--- src/sv/afr_pkg.sv ---
// ----------------------------------------------------------------------------
// Air/fuel ramp controller package
// Shared control codes, register indexes and the command/status bundles.
// ----------------------------------------------------------------------------
package afr_pkg;

    localparam int DIV_STEPS = 14;
    localparam int DIV_CNT_W = 4;

    localparam logic [1:0] MODE_AUTO    = 2'd0;
    localparam logic [1:0] MODE_LOWFIRE = 2'd1;
    localparam logic [1:0] MODE_MANUAL  = 2'd2;

    localparam logic [2:0] CFG_MODE      = 3'd0;
    localparam logic [2:0] CFG_DUAL_FUEL = 3'd1;
    localparam logic [2:0] CFG_SET_POINT = 3'd2;
    localparam logic [2:0] CFG_MANUAL    = 3'd3;
    localparam logic [2:0] CFG_PILOT_GAS = 3'd4;
    localparam logic [2:0] CFG_PILOT_OIL = 3'd5;
    localparam logic [2:0] CFG_GAS_LIM   = 3'd6;
    localparam logic [2:0] CFG_OIL_LIM   = 3'd7;

    typedef struct packed {
        logic capture;
        logic wr_point;
        logic trim;
        logic pid;
        logic rd_en;
        logic ld_first;
        logic ld_last;
        logic ramp;
        logic ld_lim;
        logic ld_prev;
        logic mul;
        logic div_step;
        logic fix;
        logic load_out;
    } t_cmd;

    typedef struct packed {
        logic       func;
        logic [1:0] mode;
        logic       err_small;
        logic       lim_hit;
        logic       seg_match;
        logic       out_free;
    } t_stat;

endpackage

--- src/sv/air_fuel_ratio_ramp_controller_core.sv ---
// A curve write, trim tick or idle-mode tick goes from decode straight to the result register;
// a ramp tick stops after the limit check when the duty hits a limit, scans every curve
// segment when no segment matches, and with interpolation also runs the 14-step restoring
// divider and a fix-up step before the result registers.
// Throughput: one request at a time; the next is taken the cycle after the result registers,
// and a stalled result holds it off. Synchronous active-low reset; curve points get none.
// ----------------------------------------------------------------------------
// Air/fuel ratio ramp controller core
// Burner air duty ramp, O2 trim and air-to-fuel curve interpolation.
// ----------------------------------------------------------------------------
module air_fuel_ratio_ramp_controller_core #(
    parameter int CURVE_POINTS = 8
) (
    input  logic        i_clk,
    input  logic        i_rst_n,
    // configuration writes, always ready
    input  logic        i_cfg_valid,
    output logic        o_cfg_ready,
    input  logic [2:0]  i_cfg_index,
    input  logic [31:0] i_cfg_data,
    // request channel
    input  logic        i_in_valid,
    output logic        o_in_stall,
    input  logic        i_func,
    input  logic [15:0] i_process_pressure,
    input  logic [7:0]  i_o2_level,
    input  logic [6:0]  i_pid_demand,
    input  logic        i_curve_select,
    input  logic [2:0]  i_point_index,
    input  logic [6:0]  i_point_air,
    input  logic [6:0]  i_point_fuel,
    // result channel
    output logic        o_out_valid,
    input  logic        i_out_stall,
    output logic [6:0]  o_air_duty,
    output logic [6:0]  o_fuel_position,
    output logic        o_trimming,
    output logic        o_pid_active
);
    import afr_pkg::*;

    t_cmd                            cmd;
    t_stat                           stat;
    logic [$clog2(CURVE_POINTS)-1:0] rd_idx;

    // registers take a write in any cycle
    assign o_cfg_ready = 1'b1;

    // sequencer: decode the request, walk the curve, run the divider
    afr_ctrl #(
        .CURVE_POINTS(CURVE_POINTS)
    ) u_ctrl (
        .i_clk      (i_clk),
        .i_rst_n    (i_rst_n),
        .i_in_valid (i_in_valid),
        .o_in_stall (o_in_stall),
        .i_stat     (stat),
        .o_cmd      (cmd),
        .o_rd_idx   (rd_idx)
    );

    // datapath: holds registers, curve memory and result register
    afr_datapath #(
        .CURVE_POINTS(CURVE_POINTS)
    ) u_dp (
        .i_clk              (i_clk),
        .i_rst_n            (i_rst_n),
        .i_cfg_valid        (i_cfg_valid),
        .i_cfg_index        (i_cfg_index),
        .i_cfg_data         (i_cfg_data),
        .i_func             (i_func),
        .i_process_pressure (i_process_pressure),
        .i_o2_level         (i_o2_level),
        .i_pid_demand       (i_pid_demand),
        .i_curve_select     (i_curve_select),
        .i_point_index      (i_point_index),
        .i_point_air        (i_point_air),
        .i_point_fuel       (i_point_fuel),
        .i_cmd              (cmd),
        .i_rd_idx           (rd_idx),
        .o_stat             (stat),
        .o_out_valid        (o_out_valid),
        .i_out_stall        (i_out_stall),
        .o_air_duty         (o_air_duty),
        .o_fuel_position    (o_fuel_position),
        .o_trimming         (o_trimming),
        .o_pid_active       (o_pid_active)
    );

endmodule

--- src/sv/afr_datapath.sv ---
// ----------------------------------------------------------------------------
// Air/fuel ramp datapath
// Registers, curve memory, ramp/trim arithmetic, multiplier and divider.
// ----------------------------------------------------------------------------
module afr_datapath #(
    parameter int CURVE_POINTS = 8
) (
    input  logic                              i_clk,
    input  logic                              i_rst_n,
    input  logic                              i_cfg_valid,
    input  logic [2:0]                        i_cfg_index,
    input  logic [31:0]                       i_cfg_data,
    input  logic                              i_func,
    input  logic [15:0]                       i_process_pressure,
    input  logic [7:0]                        i_o2_level,
    input  logic [6:0]                        i_pid_demand,
    input  logic                              i_curve_select,
    input  logic [2:0]                        i_point_index,
    input  logic [6:0]                        i_point_air,
    input  logic [6:0]                        i_point_fuel,
    input  afr_pkg::t_cmd                     i_cmd,
    input  logic [$clog2(CURVE_POINTS)-1:0]   i_rd_idx,
    output afr_pkg::t_stat                    o_stat,
    output logic                              o_out_valid,
    input  logic                              i_out_stall,
    output logic [6:0]                        o_air_duty,
    output logic [6:0]                        o_fuel_position,
    output logic                              o_trimming,
    output logic                              o_pid_active
);
    import afr_pkg::*;

    localparam int AW = $clog2(2 * CURVE_POINTS);

    logic [1:0]  r_mode;
    logic        r_dual;
    logic [15:0] r_set_point;
    logic [6:0]  r_manual, r_pilot_gas, r_pilot_oil;
    logic [31:0] r_gas_lim, r_oil_lim;

    logic        r_func, r_sel;
    logic [15:0] r_pp;
    logic [7:0]  r_o2;
    logic [6:0]  r_pid_dem, r_pa, r_pf;
    logic [2:0]  r_idx;

    logic [6:0]  r_duty, r_fuel;
    logic [2:0]  r_up_cnt, r_dn_cnt;
    logic        r_trimming, r_pid;

    logic [13:0] mem [0:2*CURVE_POINTS-1];
    logic [13:0] r_rd;
    logic [6:0]  r_first, r_last, r_prev_a, r_prev_f;
    logic        r_neg;
    logic [6:0]  r_den;
    logic [7:0]  r_rem;
    logic [13:0] r_quo;

    logic        r_ov;
    logic [6:0]  r_o_duty, r_o_fuel;
    logic        r_o_trim, r_o_pid;

    logic [AW-1:0] wr_addr, rd_addr;
    logic          wr_ok;
    logic [15:0]   err;
    logic [6:0]    tgt, step, floor_v;
    logic [7:0]    ramp_nd, trim_dn;
    logic [6:0]    ramp_duty, trim_duty;
    logic [31:0]   lim;
    logic          lim_hi, lim_lo;
    logic [7:0]    lim_byte;
    logic [6:0]    fuel_lim;
    logic [6:0]    rd_a, rd_f;
    logic [7:0]    dfs;
    logic [6:0]    dmag, dx;
    logic [13:0]   prod;
    logic [7:0]    div_t, fix_v;

    // curve memory: gas points first, oil points after
    assign wr_addr = r_sel  ? AW'(CURVE_POINTS) + AW'(r_idx)    : AW'(r_idx);
    assign rd_addr = r_dual ? AW'(CURVE_POINTS) + AW'(i_rd_idx) : AW'(i_rd_idx);
    assign wr_ok   = 32'(r_idx) < 32'(CURVE_POINTS);

    always_ff @(posedge i_clk) begin
        if (i_cmd.wr_point && wr_ok) begin
            mem[wr_addr] <= {r_pa, r_pf};
        end
        if (i_cmd.rd_en) begin
            r_rd <= mem[rd_addr];
        end
    end

    assign rd_a = r_rd[13:7];
    assign rd_f = r_rd[6:0];

    assign err = (r_pp > r_set_point) ? r_pp - r_set_point : r_set_point - r_pp;

    // ramp toward target, clamp to curve ends
    always_comb begin
        case (r_mode)
            MODE_AUTO:    tgt = r_pid_dem;
            MODE_LOWFIRE: tgt = r_first;
            default:      tgt = r_manual;
        endcase
        ramp_nd   = {1'b0, r_duty};
        ramp_duty = r_duty;
        step      = 7'd0;
        if (r_duty < tgt) begin
            step      = ((tgt - r_duty) <= 7'd5) ? 7'd1 : (((tgt - r_duty) <= 7'd10) ? 7'd5 : 7'd10);
            ramp_nd   = {1'b0, r_duty} + {1'b0, step};
            ramp_duty = (ramp_nd >= {1'b0, r_last}) ? r_last : ramp_nd[6:0];
        end else if (r_duty > tgt) begin
            step      = ((r_duty - tgt) <= 7'd5) ? 7'd1 : (((r_duty - tgt) <= 7'd10) ? 7'd5 : 7'd10);
            ramp_nd   = {1'b0, r_duty} - {1'b0, step};
            ramp_duty = (ramp_nd <= {1'b0, r_first}) ? r_first : ramp_nd[6:0];
        end
    end

    assign floor_v   = r_dual ? r_pilot_oil : r_pilot_gas;
    assign trim_dn   = {1'b0, r_duty} - 8'd1;
    assign trim_duty = ($signed(trim_dn) <= $signed({1'b0, floor_v})) ? floor_v : trim_dn[6:0];

    assign lim      = r_dual ? r_oil_lim : r_gas_lim;
    assign lim_hi   = {1'b0, r_duty} >= lim[15:8];
    assign lim_lo   = {1'b0, r_duty} <= lim[7:0];
    assign lim_byte = lim_hi ? lim[31:24] : lim[23:16];
    assign fuel_lim = lim_byte[7] ? 7'd127 : lim_byte[6:0];

    assign dfs   = {1'b0, rd_f} - {1'b0, r_prev_f};
    assign dmag  = dfs[7] ? 7'(-dfs) : dfs[6:0];
    assign dx    = r_duty - r_prev_a;
    assign prod  = {7'd0, dx} * {7'd0, dmag};
    assign div_t = {r_rem[6:0], r_quo[13]};
    assign fix_v = r_neg ? {1'b0, r_prev_f} - {1'b0, r_quo[6:0]}
                         : {1'b0, r_prev_f} + {1'b0, r_quo[6:0]};

    always_ff @(posedge i_clk) begin
        if (!i_rst_n) begin
            r_mode      <= MODE_MANUAL;
            r_dual      <= 1'b0;
            r_set_point <= 16'd0;
            r_manual    <= 7'd0;
            r_pilot_gas <= 7'd0;
            r_pilot_oil <= 7'd0;
            r_gas_lim   <= 32'h6400_6400;
            r_oil_lim   <= 32'h6400_6400;
            r_duty      <= 7'd0;
            r_fuel      <= 7'd0;
            r_up_cnt    <= 3'd0;
            r_dn_cnt    <= 3'd0;
            r_trimming  <= 1'b0;
            r_pid       <= 1'b0;
            r_ov        <= 1'b0;
        end else begin
            if (i_cfg_valid) begin
                case (i_cfg_index)
                    CFG_MODE:      r_mode      <= i_cfg_data[1:0];
                    CFG_DUAL_FUEL: r_dual      <= i_cfg_data[0];
                    CFG_SET_POINT: r_set_point <= i_cfg_data[15:0];
                    CFG_MANUAL:    r_manual    <= i_cfg_data[6:0];
                    CFG_PILOT_GAS: r_pilot_gas <= i_cfg_data[6:0];
                    CFG_PILOT_OIL: r_pilot_oil <= i_cfg_data[6:0];
                    CFG_GAS_LIM:   r_gas_lim   <= i_cfg_data;
                    CFG_OIL_LIM:   r_oil_lim   <= i_cfg_data;
                    default:       r_mode      <= r_mode;
                endcase
            end
            if (i_cmd.capture) begin
                r_trimming <= 1'b0;
                r_pid      <= 1'b0;
            end
            if (i_cmd.trim) begin
                r_trimming <= 1'b1;
                if (r_o2 < 8'd2) begin
                    if (r_up_cnt < 3'd6) begin
                        r_up_cnt <= r_up_cnt + 3'd1;
                        r_duty   <= (r_duty >= 7'd98) ? 7'd99 : r_duty + 7'd1;
                    end
                end else if (r_o2 > 8'd4) begin
                    if (r_dn_cnt < 3'd6) begin
                        r_dn_cnt <= r_dn_cnt + 3'd1;
                        r_duty   <= trim_duty;
                    end
                end
            end
            if (i_cmd.pid) begin
                r_pid    <= 1'b1;
                r_up_cnt <= 3'd0;
                r_dn_cnt <= 3'd0;
            end
            if (i_cmd.ramp) begin
                r_duty <= ramp_duty;
            end
            if (i_cmd.ld_lim) begin
                r_fuel <= fuel_lim;
            end
            if (i_cmd.fix) begin
                r_fuel <= fix_v[6:0];
            end
            if (i_cmd.load_out) begin
                r_ov <= 1'b1;
            end else if (!i_out_stall) begin
                r_ov <= 1'b0;
            end
        end
    end

    // payload and working registers
    always_ff @(posedge i_clk) begin
        if (i_cmd.capture) begin
            r_func    <= i_func;
            r_pp      <= i_process_pressure;
            r_o2      <= i_o2_level;
            r_pid_dem <= i_pid_demand;
            r_sel     <= i_curve_select;
            r_idx     <= i_point_index;
            r_pa      <= i_point_air;
            r_pf      <= i_point_fuel;
        end
        if (i_cmd.ld_first) begin
            r_first <= rd_a;
        end
        if (i_cmd.ld_last) begin
            r_last <= rd_a;
        end
        if (i_cmd.ld_prev) begin
            r_prev_a <= rd_a;
            r_prev_f <= rd_f;
        end
        if (i_cmd.mul) begin
            r_neg <= dfs[7];
            r_den <= rd_a - r_prev_a;
            r_rem <= 8'd0;
            r_quo <= prod;
        end
        if (i_cmd.div_step) begin
            if (div_t >= {1'b0, r_den}) begin
                r_rem <= div_t - {1'b0, r_den};
                r_quo <= {r_quo[12:0], 1'b1};
            end else begin
                r_rem <= div_t;
                r_quo <= {r_quo[12:0], 1'b0};
            end
        end
        if (i_cmd.load_out) begin
            r_o_duty <= r_duty;
            r_o_fuel <= r_fuel;
            r_o_trim <= r_trimming;
            r_o_pid  <= r_pid;
        end
    end

    assign o_stat.func      = r_func;
    assign o_stat.mode      = r_mode;
    assign o_stat.err_small = err <= 16'd3;
    assign o_stat.lim_hit   = lim_hi | lim_lo;
    assign o_stat.seg_match = (r_duty >= r_prev_a) && (r_duty < rd_a);
    assign o_stat.out_free  = !r_ov || !i_out_stall;

    assign o_out_valid     = r_ov;
    assign o_air_duty      = r_o_duty;
    assign o_fuel_position = r_o_fuel;
    assign o_trimming      = r_o_trim;
    assign o_pid_active    = r_o_pid;

endmodule

--- src/sv/afr_ctrl.sv ---
// ----------------------------------------------------------------------------
// Air/fuel ramp controller sequencer
// Steps the datapath through write, trim, ramp, curve scan and divide.
// ----------------------------------------------------------------------------
module afr_ctrl #(
    parameter int CURVE_POINTS = 8
) (
    input  logic                            i_clk,
    input  logic                            i_rst_n,
    input  logic                            i_in_valid,
    output logic                            o_in_stall,
    input  afr_pkg::t_stat                  i_stat,
    output afr_pkg::t_cmd                   o_cmd,
    output logic [$clog2(CURVE_POINTS)-1:0] o_rd_idx
);
    import afr_pkg::*;

    localparam int IW = $clog2(CURVE_POINTS);

    localparam logic [3:0] S_IDLE  = 4'd0;
    localparam logic [3:0] S_DEC   = 4'd1;
    localparam logic [3:0] S_FIRST = 4'd2;
    localparam logic [3:0] S_LAST  = 4'd3;
    localparam logic [3:0] S_RAMP  = 4'd4;
    localparam logic [3:0] S_LIMIT = 4'd5;
    localparam logic [3:0] S_SCAN  = 4'd6;
    localparam logic [3:0] S_DIV   = 4'd7;
    localparam logic [3:0] S_FIX   = 4'd8;
    localparam logic [3:0] S_OUT   = 4'd9;

    logic [3:0]           r_state, n_state;
    logic [IW-1:0]        r_k, n_k;
    logic [DIV_CNT_W-1:0] r_cnt, n_cnt;

    always_comb begin
        n_state  = r_state;
        n_k      = r_k;
        n_cnt    = r_cnt;
        o_cmd    = '0;
        o_rd_idx = '0;
        case (r_state)
            S_IDLE: begin
                if (i_in_valid) begin
                    o_cmd.capture = 1'b1;
                    n_state       = S_DEC;
                end
            end
            S_DEC: begin
                if (i_stat.func) begin
                    o_cmd.wr_point = 1'b1;
                    n_state        = S_OUT;
                end else if (i_stat.mode == MODE_AUTO && i_stat.err_small) begin
                    o_cmd.trim = 1'b1;
                    n_state    = S_OUT;
                end else if (i_stat.mode == MODE_AUTO || i_stat.mode == MODE_LOWFIRE
                             || i_stat.mode == MODE_MANUAL) begin
                    o_cmd.pid   = (i_stat.mode == MODE_AUTO);
                    o_cmd.rd_en = 1'b1;
                    n_state     = S_FIRST;
                end else begin
                    n_state = S_OUT;
                end
            end
            S_FIRST: begin
                o_cmd.ld_first = 1'b1;
                o_cmd.rd_en    = 1'b1;
                o_rd_idx       = IW'(CURVE_POINTS - 1);
                n_state        = S_LAST;
            end
            S_LAST: begin
                o_cmd.ld_last = 1'b1;
                n_state       = S_RAMP;
            end
            S_RAMP: begin
                o_cmd.ramp  = 1'b1;
                o_cmd.rd_en = 1'b1;
                n_state     = S_LIMIT;
            end
            S_LIMIT: begin
                if (i_stat.lim_hit) begin
                    o_cmd.ld_lim = 1'b1;
                    n_state      = S_OUT;
                end else begin
                    o_cmd.ld_prev = 1'b1;
                    o_cmd.rd_en   = 1'b1;
                    o_rd_idx      = IW'(1);
                    n_k           = IW'(1);
                    n_state       = S_SCAN;
                end
            end
            S_SCAN: begin
                if (i_stat.seg_match) begin
                    o_cmd.mul = 1'b1;
                    n_cnt     = '0;
                    n_state   = S_DIV;
                end else if (r_k == IW'(CURVE_POINTS - 1)) begin
                    n_state = S_OUT;
                end else begin
                    o_cmd.ld_prev = 1'b1;
                    o_cmd.rd_en   = 1'b1;
                    o_rd_idx      = r_k + IW'(1);
                    n_k           = r_k + IW'(1);
                end
            end
            S_DIV: begin
                o_cmd.div_step = 1'b1;
                n_cnt          = r_cnt + DIV_CNT_W'(1);
                if (r_cnt == DIV_CNT_W'(DIV_STEPS - 1)) begin
                    n_state = S_FIX;
                end
            end
            S_FIX: begin
                o_cmd.fix = 1'b1;
                n_state   = S_OUT;
            end
            S_OUT: begin
                if (i_stat.out_free) begin
                    o_cmd.load_out = 1'b1;
                    n_state        = S_IDLE;
                end
            end
            default: begin
                n_state = S_IDLE;
            end
        endcase
    end

    always_ff @(posedge i_clk) begin
        if (!i_rst_n) begin
            r_state <= S_IDLE;
            r_k     <= '0;
            r_cnt   <= '0;
        end else begin
            r_state <= n_state;
            r_k     <= n_k;
            r_cnt   <= n_cnt;
        end
    end

    assign o_in_stall = (r_state != S_IDLE);

endmodule
--- config.mk ---
export PLATFORM = sky130hd
export DESIGN_NAME = air_fuel_ratio_ramp_controller_core
export DESIGN_NICKNAME = d
export VERILOG_FILES = /design/src/sv/afr_pkg.sv /design/src/sv/air_fuel_ratio_ramp_controller_core.sv /design/src/sv/afr_datapath.sv /design/src/sv/afr_ctrl.sv
export SDC_FILE = /design/constraint.sdc
export NUM_CORES = 1
export LEC_CHECK = 0
export BUFFER_PORTS_ARGS = -buffer_cell sky130_fd_sc_hd__buf_2
export CAP_MARGIN = 20
export CORE_ASPECT_RATIO = 1.25
export CORE_UTILIZATION = 63
export CTS_BUF_LIST = sky130_fd_sc_hd__clkbuf_16
export CTS_CLUSTER_DIAMETER = 60
export DETAILED_ROUTE_END_ITERATION = 16
export PLACE_DENSITY = 0.88
export SLEW_MARGIN = 20
export SYNTH_ARGS = -nofsm -noshare
export SYNTH_HDL_FRONTEND = slang
export SYNTH_SLANG_ARGS = --single-unit
--- constraint.sdc ---
create_clock -name i_clk -period 7.68 [get_ports i_clk]
set_clock_uncertainty 0.2 [all_clocks]
set_input_delay 0.384 -clock i_clk [delete_from_list [all_inputs] [get_ports i_clk]]
set_output_delay 0.384 -clock i_clk [all_outputs]
set_load 0.02 [all_outputs]
=== Yosys cells after proc, flatten, opt, wreduce, memory -nomap -nowiden ===
Memories as Yosys holds them, arrays and structs flattened. A register that Yosys moved wholly into a read port is not among the register bits.
Index checks and enable logic that the tools add are counted.

* Bits in registers: 261
* Latch bits: 0
* Bits in writable memories: 224
* Bits in read-only memories: 0
* Output and inout bits: 19
* Memories kept: 1

* $add $sub $neg: 21
* $mul: 1
* Div/mod/pow operators: 0
* Order comparisons: 21
* Eq/ne operators: 31
* Shifts and indexed selects: 0
* Multiplexer cells: 85
* Bitwise gates (word level): 3
* Reduce and logical (&&, ||, !) cells: 36

{| class="wikitable"
|+ Memories
! name !! depth !! width !! rd ports !! clocked after memory_dff !! write ports !! line !! text
|-
| u_dp.mem || 16 || 14 || 1 || 1 || 1 || afr_datapath.sv:51 || <nowiki>logic [13:0] mem [0:2*CURVE_POINTS-1];</nowiki>
|}

{| class="wikitable"
|+ Operators with widths
! kind !! count
|-
| $mux 7 || 23
|-
| $mux 4 || 14
|-
| $sub 7x7->7 || 6
|-
| $pmux 4 s10 || 1
|-
| $mux 32 || 1
|-
| $sub 16x16->16 || 2
|-
| $mux 14 || 2
|-
| $mux 1 || 27
|-
| $mux 3 || 7
|-
| $reduce_and 2->1 || 9
|-
| $eq 4x3->1 const B || 4
|-
| $ge 8x7->1 || 2
|-
| $gt 16x16->1 || 1
|-
| $le 16x2->1 const B || 1
|-
| $mux 16 || 1
|-
| $sub 7x7->8 || 2
|-
| $eq 3x3->1 const B || 5
|-
| $le 7x3->1 const B || 2
|-
| $le 7x4->1 const B || 2
|-
| $lt 7x7->1 || 2
|-
| $mul 7x7->14 || 1
|-
| $pmux 7 s2 || 1
|-
| $reduce_bool 2->1 || 7
|-
| $eq 4x4->1 const B || 3
|-
| other kinds (50) || 72
|}

=== Depth between registers and ports, before layout ===
* Depth in word-level cells: 12
* Gate-level depth with buffers: 32
* Gate-level depth less buffers: 31

=== By module ===
Synthesis repeated with hierarchy kept, for this count alone.

* Cell total of the unflattened synthesis: 2,242
* Area, all modules: 26,226.4 um2

{| class="wikitable"
|+ By module, submodules not included
! module !! times used !! cells an instance !! area each (um2)
|-
| afr_datapath || 1 || 2,123 || 25,330.5
|-
| afr_ctrl || 1 || 117 || 884.6
|-
| air_fuel_ratio_ramp_controller_core || 1 || 2 || 11.3
|}

=== Worst setup path before layout ===
Ideal clock, no wire load.

* Path type: register to register
* Start point: register u_dp.r_prev_f[1]
* End point: register u_dp.r_quo[12] (data pin)
* Setup time: 0.262 ns
* Data arrival time: 6.157 ns
* Path slack: 1.061 ns
* Cell stages (with the launch flop): 30
* Clock period less this slack: 6.619 ns
* Cells stage by stage: edfxtp_1 -> inv_1 -> ha_1 -> nor2b_1 -> o21ai_0 -> a21boi_0 -> o21ai_0 -> nand2b_1 -> a21o_1 -> a21oi_1 -> o31ai_1 -> xnor2_1 -> or2_2 -> fa_1 -> fa_1 -> inv_1 -> fa_1 -> inv_1 -> fa_1 -> inv_1 -> ha_1 -> inv_1 -> o21bai_1 -> a21oi_1 -> o21bai_1 -> a21oi_1 -> o21bai_1 -> a21oi_1 -> xor2_1 -> o21ai_0

* Elaborated cells between the ends (all ways): 6
* Those cells by class: add/sub: 2; mul: 1; mux: 3

{| class="wikitable"
|+ RTL lines
! what !! line !! text
|-
| start: declaration || afr_datapath.sv:53 || <nowiki>logic [6:0] r_first, r_last, r_prev_a, r_prev_f;</nowiki>
|-
| start signal: assignment || afr_datapath.sv:228 || <nowiki>r_prev_f <= rd_f;</nowiki>
|-
| $sub 7x7->8 || afr_datapath.sv:129 || <nowiki>assign dfs = {1'b0, rd_f} - {1'b0, r_prev_f};</nowiki>
|-
| net u_dp.dfs[7] || afr_datapath.sv:74 || <nowiki>logic [7:0] dfs;</nowiki>
|-
| $mux 7 || afr_datapath.sv:130 || <nowiki>assign dmag = dfs[7] ? 7'(-dfs) : dfs[6:0];</nowiki>
|-
| $mul 7x7->14 || afr_datapath.sv:132 || <nowiki>assign prod = {7'd0, dx} * {7'd0, dmag};</nowiki>
|-
| $mux 14 || afr_datapath.sv:230 || <nowiki>if (i_cmd.mul) begin</nowiki>
|-
| $mux 14 || afr_datapath.sv:236 || <nowiki>if (i_cmd.div_step) begin</nowiki>
|-
| end signal: assignment || afr_datapath.sv:234 || <nowiki>r_quo <= prod;</nowiki>
|-
| end signal: assignment || afr_datapath.sv:239 || <nowiki>r_quo <= {r_quo[12:0], 1'b1};</nowiki>
|-
| end signal: assignment || afr_datapath.sv:242 || <nowiki>r_quo <= {r_quo[12:0], 1'b0};</nowiki>
|-
| end: declaration || afr_datapath.sv:57 || <nowiki>logic [13:0] r_quo;</nowiki>
|}

The timed path passes the listed nets, and every way through them passes these cells. The select of a mux whose other input is x is not followed.
A chain may end at the register's enable or synchronous reset.

=== Worst setup path after layout ===
Same ends and word-level chain as after synthesis.

==> metrics.md <==
| Metric | Value |
|---|---|
| Clock slew at reported path FFs | 70 ps |
| Most frequent cell on the critical path | inv_1 |
| Post-synth EDFFs | 361 |
| Total Routed Length | 65700 um |
| Initial core utilization | 63.8% |
| Yosys top cell area share | 40.5% |
| R2R setup slack | 520 ps |
| Hold Crit Class | in -> reg |
| Ys flop type | edfxtp_1 |
| Layout area overhead | 13.6% |
| Leakage | 11.7 nW |
| Core Box Area | 0.0419 mm^2 |
| N_diodes | 0 |
| CP required | 7820 ps |
| CTS tree | yes |
| Drt drc | 0 |
| GRT Overall Usage | 31.0% |
| Placed wire-length estimate | 42500 um |
| GRT overflow | 0 |
| Worst path arrival time | 7290 ps |
| Max Cap Violations | 0 |
| Synth warnings | 0 |
| PwrDens | 308 mW/mm^2 |
| Net Count, Synth | 2672 |
| Share of cells above drive strength 1 | 11.4% |
| R2R depth | 29 |
| Critical Path Stages | 29 |
| Final Critical Period | 7160 ps |
| Vias in the first global route | 19.7k |
| Hold path endpoint | u_dp.r_dual |
| #FFs+latches synth | 499 |
| Slowest cell on the critical path | fa_1 |
| Pre-antenna DRT Iters | 6 |
| Worst-Skew Late Latency | 600 ps |
| Drt wl/cell | 20.9 um |
| Worst Max-Slew Pin Slew | 1130 ps |
| VDD IR max | 378 uV |
| Setup CP Type | reg -> reg |
| Nets | 2840 |
| DIE AREA | 0.0433 mm^2 |
| Antenna violations before repair | 0 |
| Post-synthesis cell area | 0.0267 mm^2 |
| Final design instance area without fill | 0.0304 mm^2 |
| Top cells by count, synth | edfxtp_1, mux2i_1, nand2_1 |
| Yosys top cell by area | edfxtp_1 |
| CTS sink count | 499 |
| Syn Inst Count | 2378 |
| H-tree depth | 2 |
| Final Max Tran Viols | 0 |
| Cell variety after synth | 83 |
| Via count | 19.3k |
| CTS Buffer Depth | 3 |
| Period utilization | 93.2% |
| IO Port Bufs | 107 |
| ANT nets after route | 0 |
| Synthesized area per cell | 11.2 um^2 |
| Outcome | finished, final reports clean |
| Setup TNS | 0 ps |
| Pin count of the biggest net entering global routing | 113 |
| DP Worst Slack | 387 ps |
| Io pins | 109 |
| RSZ-0062 raised after global routing | no |
| Buf/Inv on CP | 5 |
| Critical Path Max Stage Delay | 550 ps |
| First-pass GRT wire length | 102000 um |
| Row count | 84 |
| Number of CTS-inserted buffers | 48 |
| Peak Freq | 140 MHz |
| Critical Path Fanout Max | 8 |
| Layout Utilization | 72.5% |
| Most common cell in the synthesized netlist | edfxtp_1 |
| Count of final setup violators | 0 |
| Worst Hold Launch | i_cfg_index[0] |
| Placement Cell Area | 0.0278 mm^2 |
| GP Congestion | 0.916 |
| Sequential element share of the synthesized area | 50.9% |
| Root Driver | clkbuf_16 |
| RR Startpoint | u_dp.r_prev_f[1] |
| Die height | 232 um |
| Crit start category | flip-flop |
| DR vias/cell | 6.15 |
| Hold path cells | 4 |
| Fillers | 2660 |
| Max-slew headroom | 24.8% |
| Post-CTS Setup Inserts | 0 |
| Crit-path leading delay family | adder cells |
| Largest cells by area after synthesis | edfxtp_1, mux2i_1, dfxtp_1, ha_1, nand2_1 |
| Synth async-reset ratio | 0% |
| Reg2Reg Capture Point | u_dp.r_quo[12] |
| Critical Path Sink Type | flip-flop |
| Setup WS post-layout | 524 ps |
| Power, Total | 0.00936 W |
| Starting DRT DRC Count | 1680 |
| Final Hold Fails | 0 |
| Die X | 186 um |
## cell usage in the layout, fill, tap and decap left out, drive strengths merged, types with 10 or more instances in the layout
cell and count:
edfxtp 361, mux2i 281, nand2 251, inv 175
ha 169, a21oi 167, nor2 167, dfxtp 138
buf 133, dlygate4sd3 83, o21ai 66, xnor2 62
nand3 49, clkbuf 49, nor3 43, fa 35
xor2 35, nand2b 31, a21o 29, nor2b 24
clkinv 22, or2 17, o21a 15, o21bai 13
nand4 13, a31oi 12, a211oi 11, o211ai 10
## power by group
part	switching [W]	internal (W)
Sequential	0.000152	0.00325
Combinational	0.00194	0.00150
Clock	0.00106	0.00146
## tightest hold or removal path, stage by stage
cell and delay, ps:
buf_2 160, nand3b_1 120, mux2i_1 80, nor2_1 80
## worst max path at each step
stage	slack [ps]	start	to
after global routing	20	u_dp.r_prev_f[1]	u_dp.r_quo[12]
after detailed placement	390	u_dp.r_prev_f[1]	u_dp.r_quo[12]
final	520	u_dp.r_prev_f[1]	u_dp.r_quo[12]
after global placement	620	u_dp.r_prev_f[1]	u_dp.r_quo[12]
after floorplan	1060	u_dp.r_prev_f[1]	u_dp.r_quo[12]
after CTS	290	u_dp.r_prev_f[1]	u_dp.r_quo[12]
## per-stage QoR
step | hold WS, ps | cells
2_1_floorplan | 203 | 2378
3_3_place_gp | 216 | 2970
3_5_place_dp | 215 | 2970
4_1_cts | 37.2 | 3143
5_1_grt | 78.4 | 3145
6_report | 72.9 | 3145
## per-layer routing
metal  part of all wire (%)  global-route usage (%)
met2                     50                    53.6
met1                     37                    36.1
met5                      0                       0
met4                    5.5                    18.5
met3                    7.2                    4.78
## final cells by class
class	instances	area (um^2)	area share [%]
sequential	499	13600	44.8
multi-input combinational	1616	12200	40.0
clock buffer	49	1230	4.03
clock inverter	41	478	1.57
timing repair buffer	216	1600	5.27
tap	559	699	2.30
inverter	165	619	2.04
## logic make-up after synthesis
logic type | after synthesis | synth area share (%)
simple gates | 632 | 10.7
flops | 499 | 50.9
compound gates | 387 | 9.11
mux | 295 | 11.4
buf+inv | 263 | 4.17
fa+ha+maj | 204 | 10.5
xor+xnor | 97 | 3.18
other cells | 1 | 0.0140
## state kept, by name (all words and copies together), names as in the netlist, 8 cells and up
register and count:
u_dp.r_o2 8, u_dp.r_pp 16, u_dp.mem 224, u_dp.r_set_point 16, u_dp.r_gas_lim 32, u_dp.r_quo 14, u_dp.r_rd 14, u_dp.r_oil_lim 32
## timing repair
action,CTS,global route
resized for setup,0,4
hold buffers,83,0
endpoints found under the hold margin,140,0
endpoints found under the setup margin,0,3
No activity file was read; power rests on OpenSTA's default activity.
